**src/rtl/pd3_pkg.sv**
```systemverilog
package pd3_pkg;

	// Width of every coordinate field and of the box register
	localparam int FIELD_BITS = 24;
	// Default number of low coordinate bits taken into account
	localparam int COORD_BITS = 24;
	// Width of the distance result
	localparam int DIST_BITS = 25;
	// Entries in the queue between front and back
	localparam int QUEUE_DEPTH = 8;
	// Box size after reset
	localparam logic [FIELD_BITS-1:0] BOX_RESET = {FIELD_BITS{1'b1}};

	typedef logic [FIELD_BITS-1:0] coord_t;

	typedef struct packed {
		coord_t first_x;
		coord_t first_y;
		coord_t first_z;
		coord_t second_x;
		coord_t second_y;
		coord_t second_z;
	} in_item_t;

	typedef struct packed {
		logic [DIST_BITS-1:0] distance;
		logic                 beyond_half_diagonal;
	} result_t;

endpackage

```
**src/rtl/pd3_back.sv**
```systemverilog
module pd3_back #(
	parameter int COORD_BITS = pd3_pkg::COORD_BITS
) (
	input  logic              clk,
	input  logic              arst_n,
	input  logic              mid_empty,
	input  logic [2*((COORD_BITS < pd3_pkg::FIELD_BITS) ? COORD_BITS : pd3_pkg::FIELD_BITS)+2:0]
	                          mid_data,
	output logic              mid_pop,
	input  logic              pop,
	output logic              empty,
	output pd3_pkg::result_t  result
);

	localparam int EB = (COORD_BITS < pd3_pkg::FIELD_BITS) ? COORD_BITS : pd3_pkg::FIELD_BITS;
	// Root bits: one per pipeline stage
	localparam int R  = EB + 1;

	logic             en;
	logic [R:0]       vld_s;
	logic [R:0]       rem_s  [R+1];
	logic [R-1:0]     root_s [R+1];
	logic [2*R-1:0]   rad_s  [R+1];
	logic             flag_s [R+1];
	logic             out_vld_q;
	pd3_pkg::result_t out_q;

	// Move the whole pipeline unless the output register is full and held
	assign en      = !out_vld_q || pop;
	assign mid_pop = en && !mid_empty;
	assign empty   = !out_vld_q;
	assign result  = out_q;

	// Advance stage valid bits and the output valid
	always_ff @(posedge clk or negedge arst_n) begin
		if (!arst_n) begin
			vld_s     <= '0;
			out_vld_q <= 1'b0;
		end else if (en) begin
			vld_s     <= {vld_s[R-1:0], !mid_empty};
			out_vld_q <= vld_s[R];
		end
	end

	// Load the radicand from the queue
	always_ff @(posedge clk) begin
		if (en) begin
			rem_s[0]  <= '0;
			root_s[0] <= '0;
			rad_s[0]  <= mid_data[2*R-1:0];
			flag_s[0] <= mid_data[2*R];
		end
	end

	// One root bit per stage: restoring digit-by-digit square root
	for (genvar i = 1; i <= R; i++) begin : g_root
		logic [R+2:0] cur;
		logic [R+2:0] trial;
		logic [R+2:0] sub;
		logic         ge;

		assign cur   = {rem_s[i-1], rad_s[i-1][2*R-1 -: 2]};
		assign sub   = {1'b0, root_s[i-1], 2'b01};
		assign ge    = (cur >= sub);
		assign trial = cur - sub;

		always_ff @(posedge clk) begin
			if (en) begin
				rem_s[i]  <= ge ? trial[R:0] : cur[R:0];
				root_s[i] <= {root_s[i-1][R-2:0], ge};
				rad_s[i]  <= {rad_s[i-1][2*R-3:0], 2'b00};
				flag_s[i] <= flag_s[i-1];
			end
		end
	end

	// Hold the finished result until it is taken
	always_ff @(posedge clk) begin
		if (en) begin
			out_q.distance             <= pd3_pkg::DIST_BITS'(root_s[R]);
			out_q.beyond_half_diagonal <= flag_s[R];
		end
	end

`ifndef SYNTHESIS
	a_root_floor: assert property (@(posedge clk) disable iff (!arst_n)
		vld_s[R] |-> (rem_s[R] <= {root_s[R], 1'b0}))
		else $error("square root remainder exceeds twice the root");
`endif

endmodule

```
**config.mk**
```make
export PLATFORM = sky130hd
export DESIGN_NAME = pd3_back
export DESIGN_NICKNAME = d
export VERILOG_FILES = /design/src/rtl/pd3_pkg.sv /design/src/rtl/pd3_back.sv
export SDC_FILE = /design/constraint.sdc
export NUM_CORES = 2
export LEC_CHECK = 0
export ABC_CLOCK_PERIOD_IN_PS = 49800
export BUFFER_PORTS_ARGS = -buffer_cell sky130_fd_sc_hd__buf_2
export CAP_MARGIN = 25
export CORE_MARGIN = 2
export CORE_UTILIZATION = 35
export CTS_CLUSTER_SIZE = 24
export DETAILED_ROUTE_END_ITERATION = 8
export PLACE_DENSITY_LB_ADDON = 0.15
export REMOVE_ABC_BUFFERS = 1
export SYNTH_ARGS = -nofsm -noshare
export SYNTH_HDL_FRONTEND = slang
export SYNTH_SLANG_ARGS = --single-unit
export TNS_END_PERCENT = 50
```
**constraint.sdc**
```tcl
create_clock -name clk -period 49.8 [get_ports clk]
set_input_delay 9.96 -clock clk [delete_from_list [all_inputs] [get_ports clk]]
set_output_delay 9.96 -clock clk [all_outputs]
set_load 0.01 [all_outputs]
```
==> run_results.csv <==
group,metric,value,unit
run_status,run_status,"finished, final reports clean",
synthesis,netlist_area,0.0740,mm2
grt,grt_max_degree,172,
placement,place_inst,8409,
drt,routedWlPerCell,16.3,um
final_layout,mostFrequentLayoutCells,"edfxtp_1 (1,616), nand2_1 (465), inv_1 (447), ha_1 (352), a21oi_1 (317)",
floorplanning,ios,83,
critical_path,worstSetupPathType,"in -> out",
grt,antenna_found_initial,0,
critical_path,cp-end-kind,"primary output",
synthesis,yosysUniqueCellTypes,82,
synthesis,yosysTopAreaCell,"edfxtp_1",
clock_network,clkLatencyLatePin,0.84,ns
placement,gp_congestion,0.835,
synthesis,synth_cells,5572,
synthesis,synth_ff_type,"edfxtp_1",
sta,finClkSkew,0.0680,ns
critical_path,required,39.84,ns
synthesis,synth-seq-cells,1643,
clock_network,cts_sinks,1643,
clock_network,clk_pin_slew,0.05,ns
sta,tightestPinTransition,1.01,ns
clock_network,post_cts_buffers,0,
critical_path,r2r_cells,8,
pwr,p_total,5.30,mW
sta,fin_crit_sh,41.5,%
sta,tns,0,ns
drt,viasPerCell,4.78,
synthesis,synth_edf_count,1616,
final_layout,area_growth,13.8,%
floorplanning,fp-row-count,168,
drt,dr_total_vias,41900,
sta,hold_viol,0,
clock_network,cts-resized-gates,0,
sta,max_slew_margin,32.6,%
synthesis,synthTopCellsByArea,"edfxtp_1 (66%), ha_1 (6.0%), xnor2_1 (2.8%)",
sta,final_max_slew_viol_count,0,
drt,drc,0,
final_layout,layout_commonest_cell,"edfxtp_1",
pwr,switchingPower,1.65,mW
synthesis,ys_seq_area_share,66.5,%
placement,dpl.hpwl,99800,um
final_layout,antenna_cells,0,
synthesis,async_flop_share,1.64,%
floorplanning,dieWidth,464,um
pwr,clock_power_share,25.7,%
pwr,p_leak,33.5,nW
clock_network,htree_num_levels,4,
drt,drt-pass1-iter-count,5,
clock_network,root_buffer,"clkbuf_16",
placement,place_area,0.0779,mm2
floorplanning,die_h,464,um
sta,timing.final.crit_period,20.67,ns
pwr,p_comb_share,24.3,%
pwr,p_int,3.65,mW
pwr,seqPwrFrac,50.0,%
grt,grt_pass1_wl,229000,um
synthesis,synth_warnings,0,
final_layout,drive_above_1_share,8.27,%
drt,wirelength,143000,um
pwr,ir_drop,0.0370,mV
critical_path,cp-start-kind,"primary input",
worst_hold_path,hold_path.class,"reg -> reg",
pwr,powerDensity,63.0,mW/mm2
final_layout,fin_area,0.0842,mm2
job,drv_cap,0,
sta,rsz0062_at_grt,"no",
critical_path,worstPathArrival,10.71,ns
drt,antenna_left,0,
grt,grt_usage,13.2,%
sta,fmax,48.4,MHz
worst_hold_path,min_path_cells,0,
floorplanning,dieArea,0.215,mm2
clock_network,cts_max_path_buffers,3,
floorplanning,initial_core_util,35.3,%
final_layout,layoutNonFillerInstCount,8756,
final_layout,finish.utilization,40.1,%
critical_path,cp_max_fo,28,
floorplanning,coreArea,0.210,mm2
clock_network,cts_made_buffers,185,
clock_network,holdBufCountCts,0,
synthesis,synth_top_area_share,65.6,%
clock_network,cts_tree,"done",
final_layout,nets,6203,
grt,grt.overflow.total,0,
pwr,p_sw_share,31.1,%
drt,drt-initial-drc-count,2824,
placement,io_buffers,82,
sta,finalSetupViolCount,0,
grt,grt_pass1_vias,42100,
synthesis,syn_area_per_cell,13.3,um2
sequential cells by signal, indices dropped and copies added, names as in the netlist:
name	flops
flag_s	26
out_vld_q	1
rad_s	650
rem_s	589
result	26
root_s	325
vld_s	26
metrics by stage:
stage	setup slack (ns)	hold WS, ns
after floorplan	-2.73	0.400
after global placement	29.10	0.400
after global routing	29.05	0.373
final	29.13	0.377
after CTS	29.11	0.363
after detailed placement	29.11	0.405
layout make-up:
class / count / area, um2
clock buffers: 225 / 4810
fillers: 19800 / 126000
inverters: 449 / 1690
multi-input cells: 3391 / 22800
flip-flops and latches: 1643 / 49200
clock inverters: 117 / 1340
well taps: 2805 / 3510
repair buffers: 126 / 857
per-layer routing:
metal / track usage, % / vias to the layer above / wire length (um)
met5: 0 / - / 0
met2: 23.2 / 606 / 71900
met1: 16.4 / 20000 / 61900
li1: - / 21000 / -
met4: 4.52 / 0 / 4020
met3: 2.23 / 255 / 5020
synthesized netlist by cell type, types with 69 or more instances:
cell type  number
nor2_1        314
nand2_1       465
xor2_1        232
nand3_1        89
clkbuf_1       69
o21ai_0       282
a21o_1        125
inv_1         447
xnor2_1       239
ha_1          352
edfxtp_1     1616
nor3_1        140
a21oi_1       317
power groups by stage:
stage / logic (mW) / registers [mW] / clock network, mW
2_1_floorplan: 0.993 / 2.95 / 0
3_3_place_gp: 1.28 / 2.69 / 0
3_5_place_dp: 1.29 / 2.70 / 0
4_1_cts: 1.30 / 2.67 / 1.42
5_1_grt: 1.47 / 2.72 / 1.47
6_report: 1.29 / 2.65 / 1.36
path summary, 6_finish.rpt:
path	endpoint	slack, ns	startpoint
hold / removal	rad_s[2][146]	0.38	rad_s[2][94]
max in group asynchronous	vld_s[23]	40.25	arst_n
setup / recovery	mid_pop	29.13	pop
hold reg to reg	rad_s[2][146]	0.38	rad_s[2][94]
setup reg to reg	rad_s[1][244]	44.79	out_vld_q
min in group asynchronous	vld_s[1]	9.14	arst_n
worst max-delay path, stage by stage:
cell	delay (ns)
buf_2	0.10
nor2_2	0.08
buf_4	0.32
nor2_1	0.09
buf_2	0.15
cells by family after synthesis:
kind of cell	count (synthesis)	synth area share [%]
DFF	1643	66.5
and+or+nand+nor	1485	9.80
AOI/OAI and AO/OA	1033	8.66
buffers and inverters	538	2.77
xor gates and xnor gates	471	5.58
adders and majority gates	352	5.95
muxes	49	0.729
other	1	0.00507
Note: power is estimated with default switching activity, not from simulation.
