===== config.mk =====
export PLATFORM = sky130hd
export DESIGN_NAME = pd3_queue
export DESIGN_NICKNAME = d
export VERILOG_FILES = /design/src/rtl/pd3_pkg.sv /design/src/rtl/pd3_queue.sv
export SDC_FILE = /design/constraint.sdc
export NUM_CORES = 1
export LEC_CHECK = 0
export BUFFER_PORTS_ARGS = -buffer_cell sky130_fd_sc_hd__buf_2
export CORE_UTILIZATION = 34
export CTS_CLUSTER_SIZE = 16
export DETAILED_ROUTE_END_ITERATION = 8
export PLACE_DENSITY_LB_ADDON = 0.2
export SETUP_SLACK_MARGIN = 0.05
export SKIP_CTS_REPAIR_TIMING = 1
export SLEW_MARGIN = 15
export SYNTH_ARGS = -nofsm -noshare
export SYNTH_HDL_FRONTEND = slang
export SYNTH_SLANG_ARGS = --single-unit

===== constraint.sdc =====
create_clock -name clk -period 6.25 [get_ports clk]
set_clock_uncertainty 0.15 [all_clocks]
set_input_delay 0.625 -clock clk [delete_from_list [all_inputs] [get_ports clk]]
set_output_delay 0.625 -clock clk [all_outputs]
set_load 0.01 [all_outputs]

===== src/rtl/pd3_pkg.sv =====
package pd3_pkg;

	// Width of every coordinate field and of the box register
	localparam int FIELD_BITS = 24;
	// Default number of low coordinate bits taken into account
	localparam int COORD_BITS = 24;
	// Width of the distance result
	localparam int DIST_BITS = 25;
	// Entries in the queue between front and back
	localparam int QUEUE_DEPTH = 8;
	// Box size after reset
	localparam logic [FIELD_BITS-1:0] BOX_RESET = {FIELD_BITS{1'b1}};

	typedef logic [FIELD_BITS-1:0] coord_t;

	typedef struct packed {
		coord_t first_x;
		coord_t first_y;
		coord_t first_z;
		coord_t second_x;
		coord_t second_y;
		coord_t second_z;
	} in_item_t;

	typedef struct packed {
		logic [DIST_BITS-1:0] distance;
		logic                 beyond_half_diagonal;
	} result_t;

endpackage


===== src/rtl/pd3_queue.sv =====
module pd3_queue #(
	parameter int WIDTH = 51,
	parameter int DEPTH = pd3_pkg::QUEUE_DEPTH
) (
	input  logic             clk,
	input  logic             arst_n,
	input  logic             push,
	input  logic [WIDTH-1:0] wr_data,
	input  logic             pop,
	output logic [WIDTH-1:0] rd_data,
	output logic             empty
);

	localparam int AW = $clog2(DEPTH);
	localparam int CW = $clog2(DEPTH + 1);

	logic [WIDTH-1:0] mem_q [DEPTH];
	logic [AW-1:0]    wr_ptr_q;
	logic [AW-1:0]    rd_ptr_q;
	logic [CW-1:0]    count_q;

	assign empty   = (count_q == '0);
	assign rd_data = mem_q[rd_ptr_q];

	// Store the pushed entry
	always_ff @(posedge clk) begin
		if (push) begin
			mem_q[wr_ptr_q] <= wr_data;
		end
	end

	// Advance pointers and occupancy
	always_ff @(posedge clk or negedge arst_n) begin
		if (!arst_n) begin
			wr_ptr_q <= '0;
			rd_ptr_q <= '0;
			count_q  <= '0;
		end else begin
			if (push) begin
				wr_ptr_q <= (wr_ptr_q == AW'(DEPTH - 1)) ? '0 : wr_ptr_q + 1'b1;
			end
			if (pop) begin
				rd_ptr_q <= (rd_ptr_q == AW'(DEPTH - 1)) ? '0 : rd_ptr_q + 1'b1;
			end
			if (push && !pop) begin
				count_q <= count_q + 1'b1;
			end else if (!push && pop) begin
				count_q <= count_q - 1'b1;
			end
		end
	end

`ifndef SYNTHESIS
	a_no_overflow: assert property (@(posedge clk) disable iff (!arst_n)
		push |-> (count_q != CW'(DEPTH)))
		else $error("queue written while full");
	a_no_underflow: assert property (@(posedge clk) disable iff (!arst_n)
		pop |-> !empty)
		else $error("queue read while empty");
`endif

endmodule


==> metrics.md, run 1 <==
| Metric | Value |
|---|---|
| Post-synthesis sequential area ratio | 78.5% |
| CTS root buffer | clkbuf_16 |
| Final Cycle Share | 59.9% |
| Clk sinks | 418 |
| Final setup fails | 0 |
| Total Nets Final | 858 |
| Core box area | 45,800 um2 |
| Power share of the clock group | 28.6% |
| Syn avg cell area | 24.3 um2 |
| PwrDens | 465 nW/um2 |
| Worst vdd ir | 286 uV |
| Status | finished, final reports clean |
| Mapped Cells | 655 |
| Post-place setup slack | 3010 ps |
| Commonest non-fill, non-tap cell in the layout | edfxtp_1 |
| Drt drc | 0 |
| Final worst slack | 2510 ps |
| Layout cell share with drive strength beyond 1 | 41.7% |
| FP Rows | 78 |
| Cell variety after synth | 26 |
| Area contributors post-synth | edfxtp_1 77%, mux4_2 14%, mux2_2 4.0%, dfrtp_1 1.6%, ha_1 0.55% |
| Register share of total power | 43.3% |
| Crit path DAT | 2970 ps |
| Required time worst endpoint | 5470 ps |
| Leakage | 5.99 nW |
| Vias | 6,987 |
| Post-Synthesis Net Count | 718 |
| Vias in the first global route | 7,607 |
| Slew @ Worst Pin | 1080 ps |
| H-tree levels | 2 |
| Die area | 47,700 um2 |
| Final instance area | 18,600 um2 |
| Clk Latency, worst-skew pair | 560 ps |
| Hold path startpoint | wr_data[37] |
| Fin util | 40.7% |
| Yosys top cell by area | edfxtp_1 |
| CP Launch Type | flop |
| NetSw | 2.50 mW |
| Top Ports | 107 |
| Switching part of the total power | 28.8% |
| Largest net degree at the start of global routing | 57 |
| Wire length per cell | 23.3 um |
| Die W | 218 um |
| Worst hold path type | in2reg |
| ANT nets after route | 0 |
| Final hold violations | 0 |
| Clock transition at path regs | 60 ps |
| Worst R2R Start | wr_ptr_q[0] |
| Setup crit start | rd_ptr_q[1] |
| Final min period | 3740 ps |
| Setup TNS | 0 ps |
| Slew Limit Fails | 0 |
| Post-DR vias/cell | 4.89 |
| Longest Clk Path Bufs | 3 |
| FF+latch count, synth | 418 |
| Drt total wl | 33.3 mm |
| RSZ-0062 raised after global routing | no |
| CTS tree | done |
| Final hold slack | 184 ps |
| DRT Pass-1 Iters | 6 |
| Synthesis warning total | 0 |
| Peak fanout along the critical path | 56 |
| Total CTS buffers | 45 |
| IO buf count | 106 |
| GRT overflow | 0 |
| P&R area growth vs syn | 16.8% |
| Crit. End Element | output pin |
| GPL Wtd Cong | 0.698 |
| Synth Cell Area | 15,900 um2 |
| Max-cap violation count | 0 |
| Setup Crit Path Kind | reg2out |
| Starting Density | 34.8% |
| Relative slew slack | 27.5% |
| Drt initial violations | 379 |
| Most frequent cells in the layout | 408 x edfxtp_1, 106 x buf_2, 102 x mux4_2, 56 x mux2_2, 46 x clkbuf_16 |
| Internal power | 6.16 mW |
| Fmax | 267 MHz |
| Comb power frac | 28.1% |
| Global Route Usage Sum | 14.5% |
| Area share of the largest cell type after synthesis | 76.9% |
| Die Ht | 218 um |
| Hpwl dp | 17.6 mm |
| DP Area | 17,200 um2 |
| Global-route wire length before repair | 49.7 mm |
| Antenna violations before repair | 4 |
==> worst max-delay path, stage by stage, from the launching register on <==
cell and delay (ps):
dfrtp_4 1020, buf_4 530, mux4_2 380, mux2_2 310
buf_2 150
==> logic make-up after synthesis <==
| logic type | after synthesis | synth area share (%) |
|---|---|---|
| adders and majority gates | 8 | 0.675 |
| muxes | 159 | 18.4 |
| and+or+nand+nor | 26 | 0.809 |
| buffers and inverters | 34 | 1.19 |
| AOI/OAI and AO/OA | 8 | 0.322 |
| xor gates and xnor gates | 2 | 0.110 |
| DFF | 418 | 78.5 |
==> path summary, 6_finish.rpt <==
path / endpoint / slack (ps) / cells past startpoint
setup / recovery: rd_data[49] / 2510 / 4
setup reg to reg: mem_q[6][8] / 3540 / 3
min in group asynchronous: wr_ptr_q[1] / 390 / 2
hold / removal: mem_q[4][37] / 180 / 1
hold reg to reg: count_q[2] / 380 / 2
max in group asynchronous: rd_ptr_q[0] / 5330 / 2
==> cells in the mapped netlist (all sizes together) <==
cell type    n
nand3b       3
xnor2        2
nand2        5
a2111o       1
nand3        2
or3          1
nor3         3
dfrtp       10
o211ai       2
mux2i        1
inv          4
nor4         1
mux4       102
mux2        56
fa           1
nor2         8
nand2b       2
a21oi        2
buf         19
ha           7
clkbuf      11
or4          1
o21ai        3
edfxtp     408
==> through the flow <==
| stage | instances | total power [mW] |
|---|---|---|
| final | 1429 | 8.66 |
| after global routing | 1427 | 9.10 |
| after CTS | 1426 | 8.86 |
| after detailed placement | 1347 | 6.35 |
| after global placement | 1347 | 6.34 |
| after floorplan | 655 | 5.46 |
==> state kept, by name, summed over array words and instances (netlist names) <==
name,count
count_q,4
rd_ptr_q,3
wr_ptr_q,3
mem_q,408
==> cell type report <==
| class | count | area (um2) |
|---|---|---|
| fillers | 4024 | 27200 |
| flip-flops and latches | 418 | 12500 |
| multi-input cells | 203 | 3300 |
| clock buffers | 60 | 1210 |
| well taps | 600 | 751 |
| repair buffers | 123 | 673 |
| clock inverters | 19 | 145 |
| inverters | 4 | 15.0 |
| diodes | 2 | 5.00 |
==> power by group through the flow <==
stage	sequential (mW)	combinational [mW]	clock (mW)
global route	3.80	2.66	2.64
finish	3.75	2.44	2.47
floorplan	3.67	1.79	0
CTS	3.76	2.54	2.56
global placement	3.81	2.53	0
detailed placement	3.82	2.53	0
==> layer usage <==
layer | vias up | GRT usage (%) | share of wire (%)
met2 | 121 | 24.0 | 49
met1 | 3731 | 18.9 | 44
met4 | 2 | 3.96 | 1.8
met5 | - | 0 | 0.024
li1 | 3082 | - | -
met3 | 51 | 3.86 | 4.7
Power figures use the tool's default switching activity.
==> run 2, diff against run 1 <==
ABC_AREA = 1   (was not set)
clock period = 3.4 ns   (was 6.25 ns; I/O delays follow)
==> metrics.md, run 2 <==
| Metric | Value |
|---|---|
| Status | finished, final reports clean (unchanged) |
| Post-Synthesis Net Count | 1,902 (was 718) |
| Biggest register | mem_q (unchanged) |
| ANT nets after route | 0 (unchanged) |
| Global Route Usage Sum | 15.2% (was 14.5%) |
| Area contributors post-synth | edfxtp_1 68%, nand2_1 14%, nor2_1 8.6%, inv_1 4.4%, dfrtp_1 1.4% (was edfxtp_1 77%, mux4_2 14%, mux2_2 4.0%, dfrtp_1 1.6%, ha_1 0.55%) |
| Slowest-stage cell, CP | dfrtp_4 (unchanged) |
| Most frequent cells in the layout | 684 x nand2_1, 409 x nor2_1, 408 x edfxtp_1, 214 x inv_1, 106 x buf_2 (was 408 x edfxtp_1, 106 x buf_2, 102 x mux4_2, 56 x mux2_2, 46 x clkbuf_16) |
| Compound-Gate Fraction of Synth Area | 0.221% (was 0.322%) |
| Synth Area in Adders | 0.594% (was 0.675%) |
| Mux contribution to synthesized area | 0% (was 18.4%) |
| Largest family of logic cells by synthesized area | simple AND/OR/NAND/NOR gates (was multiplexers) |
| Syn avg cell area | 9.86 um2 (was 24.3 um2) |
| Layout cell share with drive strength beyond 1 | 10.7% (was 41.7%) |
| Final setup fails | 0 (unchanged) |
| Required time worst endpoint | 2910 ps (was 5470 ps) |
| CP Launch Type | flop (unchanged) |
| Post-synthesis sequential area ratio | 69.0% (was 78.5%) |
| Cell variety after synth | 21 (was 26) |
| Yosys top cell by area | edfxtp_1 (unchanged) |
| Commonest non-fill, non-tap cell in the layout | nand2_1 (was edfxtp_1) |
| Die area | 54,200 um2 (was 47,700 um2) |
| Fmax | 339 MHz |
| Slew Limit Fails | 0 (unchanged) |
| Antenna diodes | 0 (was 2) |
| Most frequent cell after synthesis | nand2_1 (was edfxtp_1) |
| Largest register FFs | 408 (unchanged) |
| Top flop regs | mem_q (408), count_q (4) (unchanged) |
| Slew @ Worst Pin | 908 ps (was 1080 ps) |
| IO buf count | 106 (unchanged) |
| Setup Crit Path Kind | reg2out (unchanged) |
| Relative slew slack | 39.4% (was 27.5%) |
| Critical path depth | 8 (was 4) |
| Wire length per cell | 15.0 um (was 23.3 um) |
| Longest Clk Path Bufs | 3 (unchanged) |
| Top cell family by delay on the critical path | flip-flops (unchanged) |
| Starting Density | 34.4% (was 34.8%) |
| P&R area growth vs syn | 18.7% (was 16.8%) |
| Antenna violations before repair | 2 (was 4) |
| Top Ports | 107 (unchanged) |
| GRT overflow | 0 (unchanged) |
| Number of flops mapped to enable cells by yosys | 408 (unchanged) |
| Total CTS buffers | 47 (was 45) |
| Peak fanout along the critical path | 72 (was 56) |
| CP max stage delay | 880 ps (was 1020 ps) |
| Drt total wl | 40.9 mm (was 33.3 mm) |
| Setup crit start | rd_ptr_q[0] (was rd_ptr_q[1]) |
| Worst vdd ir | 433 uV (was 286 uV) |
| Worst R2R Start | wr_ptr_q[0] (unchanged) |
| GPL Wtd Cong | 0.712 (was 0.698) |
| Leakage | 9.29 nW (was 5.99 nW) |
| Internal reg-to-reg setup slack | 1340 ps (was 3540 ps) |
| Clk sinks | 418 (unchanged) |
| Synthesis warning total | 0 (unchanged) |
| Drt drc | 0 (unchanged) |
| Most common cell type on the critical path | nand2_1 |
| Die W | 233 um (was 218 um) |
| Mapped Cells | 1,839 (was 655) |
| Post-synth top cells | 684 x nand2_1, 417 x nor2_1, 408 x edfxtp_1, 214 x inv_1, 42 x buf_2 (was 408 x edfxtp_1, 102 x mux4_2, 56 x mux2_2, 11 x clkbuf_1, 10 x dfrtp_1) |
| Vias in the first global route | 10,700 (was 7,607) |
| Vias | 11,700 (was 6,987) |
| Post-synthesis simple-gate area fraction | 23.0% (was 0.809%) |
| Final hold slack | 70.6 ps (was 184 ps) |
| Hpwl dp | 21.8 mm (was 17.6 mm) |
| Core box area | 52,700 um2 (was 45,800 um2) |
| XOR/XNOR Fraction of Synth Area | 0.0966% (was 0.110%) |
| Final min period | 2950 ps |
| Max-cap violation count | 0 (unchanged) |
| Area share of the largest cell type after synthesis | 67.6% (was 76.9%) |
| PwrDens | 783 nW/um2 (was 465 nW/um2) |
| Post-DR vias/cell | 4.30 (was 4.89) |
| H-tree levels | 2 (unchanged) |
| Final Cycle Share | 86.8% |
| CTS root buffer | clkbuf_16 (unchanged) |
| Crit. End Element | output pin (unchanged) |
| Drt initial violations | 678 (was 379) |
| Ys async rst share | 2.39% (unchanged) |
| Worst Path Buf+Inv | 2 (unchanged) |
| Synth Cell Area | 18,100 um2 (was 15,900 um2) |
| Crit-path cells | buf_12 -> nor2_1 -> nor2_1 -> nand2_1 -> nand2_1 -> nand2_1 -> nand2_1 -> buf_2 (was buf_4 -> mux4_2 -> mux2_2 -> buf_2) |
| Synth Flop Type | edfxtp_1 (unchanged) |
| Clock transition at path regs | 60 ps (about the same) |
| Final hold violations | 0 (unchanged) |
| Crit path DAT | 2460 ps (was 2970 ps) |
| FF+latch count, synth | 418 (unchanged) |
| Setup TNS | 0 ps (unchanged) |
| Total Nets Final | 2,060 (was 858) |
| RSZ-0062 raised after global routing | no (unchanged) |
| Die Ht | 233 um (was 218 um) |
| Clk Latency, worst-skew pair | 570 ps (was 560 ps) |
| DRT Pass-1 Iters | 5 (was 6) |
| Worst hold path type | in2async (was in2reg) |
| Global-route wire length before repair | 62.4 mm (was 49.7 mm) |
| CTS tree | done (unchanged) |
| Cell count of the worst reg-to-reg path | 3 (unchanged) |
| FP Rows | 84 (was 78) |
| Largest net degree at the start of global routing | 104 (was 57) |
run 2: cell types whose count changed after synthesis, sizes merged, moves of 3 or more:
cell    change
nor2      +409
nand3       +3
mux2       -56
mux4      -102
nand2     +679
nor3        -3
o21ai       +3
inv       +211
nand3b      -3
buf        +51
run 2: final timing paths:
path | to
max | rd_data[10]
min | count_q[3]
max reg2reg | mem_q[5][17]
min reg2reg | count_q[2]
max in group asynchronous | rd_ptr_q[1]
min in group clk | count_q[2]
run 2: kinds of logic after synthesis:
kind of cell / Yosys count
XOR/XNOR: 2
flip-flops: 418
adder cells (fa/ha/maj): 8
AO/OA/AOI/OAI: 8
AND/OR/NAND/NOR: 1108
buffers and inverters: 295
run 2: report_power, final:
part / internal, mW / total (mW) / switching, mW
Clock: 2.97 / 5.05 / 2.08
Sequential: 6.31 / 6.53 / 0.219
Combinational: 1.70 / 5.28 / 3.58
Total: 11.0 / 16.9 / 5.88
run 2: final cells by class:
| class | instances | area, um2 |
|---|---|---|
| multi-input combinational | 1126 | 4400 |
| fill | 5090 | 31100 |
| tap | 688 | 861 |
| sequential | 418 | 12500 |
| clock buffer | 60 | 1230 |
| clock inverter | 27 | 304 |
| inverter | 216 | 813 |
| timing repair buffer | 188 | 1390 |
run 2: worst register-to-register path, delay by kind of cell, from the launching register on:
kind | cells | cell delay (ps)
simple gates | 2 | 800
buf+inv | 1 | 380
flops | 1 | 370
run 2: per-stage QoR:
stage          cells  total power [mW]  area [um2]  worst slack (ps)  util, %
6_report        2723              16.9       21500               450     40.9
5_1_grt         2723              18.0       21500               202     40.9
2_1_floorplan   1839              10.2       18100              84.7        -
4_1_cts         2669              17.1       21000               380     39.8
3_3_place_gp    2582              11.9       19400               958     36.9
3_5_place_dp    2582              12.0       19400              1010     36.9
run 2: metal layers:
metal	vias to the layer above	GRT usage (%)	wire, um	share of wire (%)
li1	6026	-	-	-
met3	68	3.15	1650	4.0
met2	178	23.8	18500	45
met5	-	0	10	0.024
met4	2	4.49	909	2.2
met1	5435	21.2	19900	49
==> run 3, diff against run 2 <==
CORE_MARGIN = 5   (was not set)
==> metrics.md, run 3 (synthesis gave the netlist of run 2 again) <==
| Metric | Value |
|---|---|
| Core box area | 52,700 um2 (unchanged) |
| Top cell family by delay on the critical path | buffers and inverters (was flip-flops) |
| Worst Path Buf+Inv | 2 (unchanged) |
| Starting Density | 34.4% (unchanged) |
| Max-cap violation count | 0 (unchanged) |
| PwrDens | 777 nW/um2 (was 783 nW/um2) |
| Commonest non-fill, non-tap cell in the layout | nand2_1 (unchanged) |
| Global Route Usage Sum | 14.4% (was 15.2%) |
| RSZ-0062 raised after global routing | no (unchanged) |
| Fin util | 40.6% (was 40.9%) |
| Crit path DAT | 2320 ps (was 2460 ps) |
| GPL Wtd Cong | 0.727 (was 0.712) |
| Total CTS buffers | 47 (unchanged) |
| P&R area growth vs syn | 18.1% (was 18.7%) |
| Fmax | 356 MHz (was 339 MHz) |
| Layout cell share with drive strength beyond 1 | 9.93% (was 10.7%) |
| Wire length per cell | 15.5 um (was 15.0 um) |
| DRT Pass-1 Iters | 5 (unchanged) |
| Hpwl dp | 21.9 mm (was 21.8 mm) |
| Antenna violations before repair | 3 (was 2) |
| Status | finished, final reports clean (unchanged) |
| DP Area | 19,400 um2 (about the same) |
| Most common cell type on the critical path | nand2_1 (unchanged) |
| Slew @ Worst Pin | 874 ps (was 908 ps) |
| Drt initial violations | 644 (was 678) |
| Final setup fails | 0 (unchanged) |
| Slew Limit Fails | 0 (unchanged) |
| Die area | 58,000 um2 (was 54,200 um2) |
| Crit-path cells | buf_4 -> nor2_1 -> nor2_1 -> nand2_1 -> nand2_1 -> nand2_1 -> nand2_1 -> buf_2 (was buf_12 -> nor2_1 -> nor2_1 -> nand2_1 -> nand2_1 -> nand2_1 -> nand2_1 -> buf_2) |
| Clock transition at path regs | 60 ps (about the same) |
| FP Rows | 84 (unchanged) |
| Top Ports | 107 (unchanged) |
| Final instance area | 21,400 um2 (was 21,500 um2) |
| Largest register FFs | 408 (unchanged) |
| ANT nets after route | 0 (unchanged) |
| Biggest register | mem_q (unchanged) |
| Vias | 11,800 (was 11,700) |
| Fillers | 5,061 (was 5,090) |
| H-tree levels | 2 (unchanged) |
| Vias in the first global route | 11,200 (was 10,700) |
| Die W | 241 um (was 233 um) |
| CP Launch Type | flop (unchanged) |
| Setup TNS | 0 ps (unchanged) |
| Largest net degree at the start of global routing | 129 (was 104) |
| Longest Clk Path Bufs | 3 (unchanged) |
| IO buf count | 106 (unchanged) |
| Worst hold path type | in2async (unchanged) |
| GRT overflow | 0 (unchanged) |
| Drt drc | 0 (unchanged) |
| Worst vdd ir | 477 uV (was 433 uV) |
| Slowest-stage cell, CP | dfrtp_4 (unchanged) |
| Leakage | 9.22 nW (was 9.29 nW) |
| Final min period | 2810 ps (was 2950 ps) |
| CP max stage delay | 570 ps (was 880 ps) |
| Clk sinks | 418 (unchanged) |
| Post-DR vias/cell | 4.34 (was 4.30) |
| CTS tree | done (unchanged) |
| Layout Cells excl Fill | 2,716 (was 2,723) |
| Most frequent cells in the layout | 684 x nand2_1, 409 x nor2_1, 408 x edfxtp_1, 214 x inv_1, 106 x buf_2 (unchanged) |
| CTS root buffer | clkbuf_16 (unchanged) |
| Peak fanout along the critical path | 48 (was 72) |
| Final hold slack | 38.7 ps (was 70.6 ps) |
| Relative slew slack | 41.7% (was 39.4%) |
| Final Cycle Share | 82.6% (was 86.8%) |
| Total Nets Final | 2,056 (was 2,060) |
| Setup Crit Path Kind | reg2out (unchanged) |
| Crit. End Element | output pin (unchanged) |
| Global-route wire length before repair | 64.9 mm (was 62.4 mm) |
| Drt total wl | 42.0 mm (was 40.9 mm) |
| Top flop regs | mem_q (408), count_q (4) (unchanged) |
| Required time worst endpoint | 2910 ps (about the same) |
| Die Ht | 241 um (was 233 um) |
| Final hold violations | 0 (unchanged) |
| Placed Cells | 2,578 (was 2,582) |
| Clk Latency, worst-skew pair | 560 ps (was 570 ps) |
## run 3: cell types whose count changed in the layout (fill, tap and decap cells not counted), sizes merged
cell	delta
clkinvlp	-3
bufinv	-2
inv	-1
buf	-4
clkinv	-6
diode	+3
clkbuf	+6
## run 3: final timing paths
| check | from | end | slack, ps | cells after the start |
|---|---|---|---|---|
| min in group clk | count_q[2] | count_q[2] | 370 | 2 |
| max | rd_ptr_q[0] | rd_data[47] | 590 | 8 |
| min | arst_n | wr_ptr_q[2] | 40 | 2 |
| min reg2reg | count_q[2] | count_q[2] | 370 | 2 |
| max in group asynchronous | arst_n | rd_ptr_q[0] | 2810 | 2 |
| max reg2reg | wr_ptr_q[0] | mem_q[0][20] | 1380 | 4 |
## run 3: cell type report
class | instances | area (um2) | area share, %
antenna | 3 | 7.51 | 0.0351
clock buffer | 66 | 1290 | 6.03
sequential | 418 | 12500 | 58.5
inverter | 216 | 812 | 3.79
tap | 688 | 861 | 4.02
multi-input combinational | 1126 | 4400 | 20.5
clock inverter | 15 | 148 | 0.690
timing repair buffer | 184 | 1380 | 6.43
## run 3: where the power goes
group	internal [mW]	leakage, nW	total (mW)	switching, mW
clock	2.85	0.694	4.82	1.96
sequential	6.31	3.82	6.48	0.174
combinational	1.68	4.70	5.34	3.66
## run 3: per-stage QoR
step	power (mW)	setup slack (ps)
final	16.6	593
after global routing	17.8	381
after CTS	16.9	518
after detailed placement	12.0	1140
after global placement	12.0	1170
after floorplan	10.2	84.7
## run 3: per-layer routing
layer / share of wire, % / vias to the layer above / wire length (um) / global-route usage (%)
met4: 1.6 / 0 / 671 / 3.01
met3: 4.4 / 57 / 1840 / 3.15
li1: - / 6019 / - / -
met2: 47 / 190 / 19700 / 23.5
met1: 47 / 5522 / 19800 / 20.0
met5: 0 / - / 0 / 0
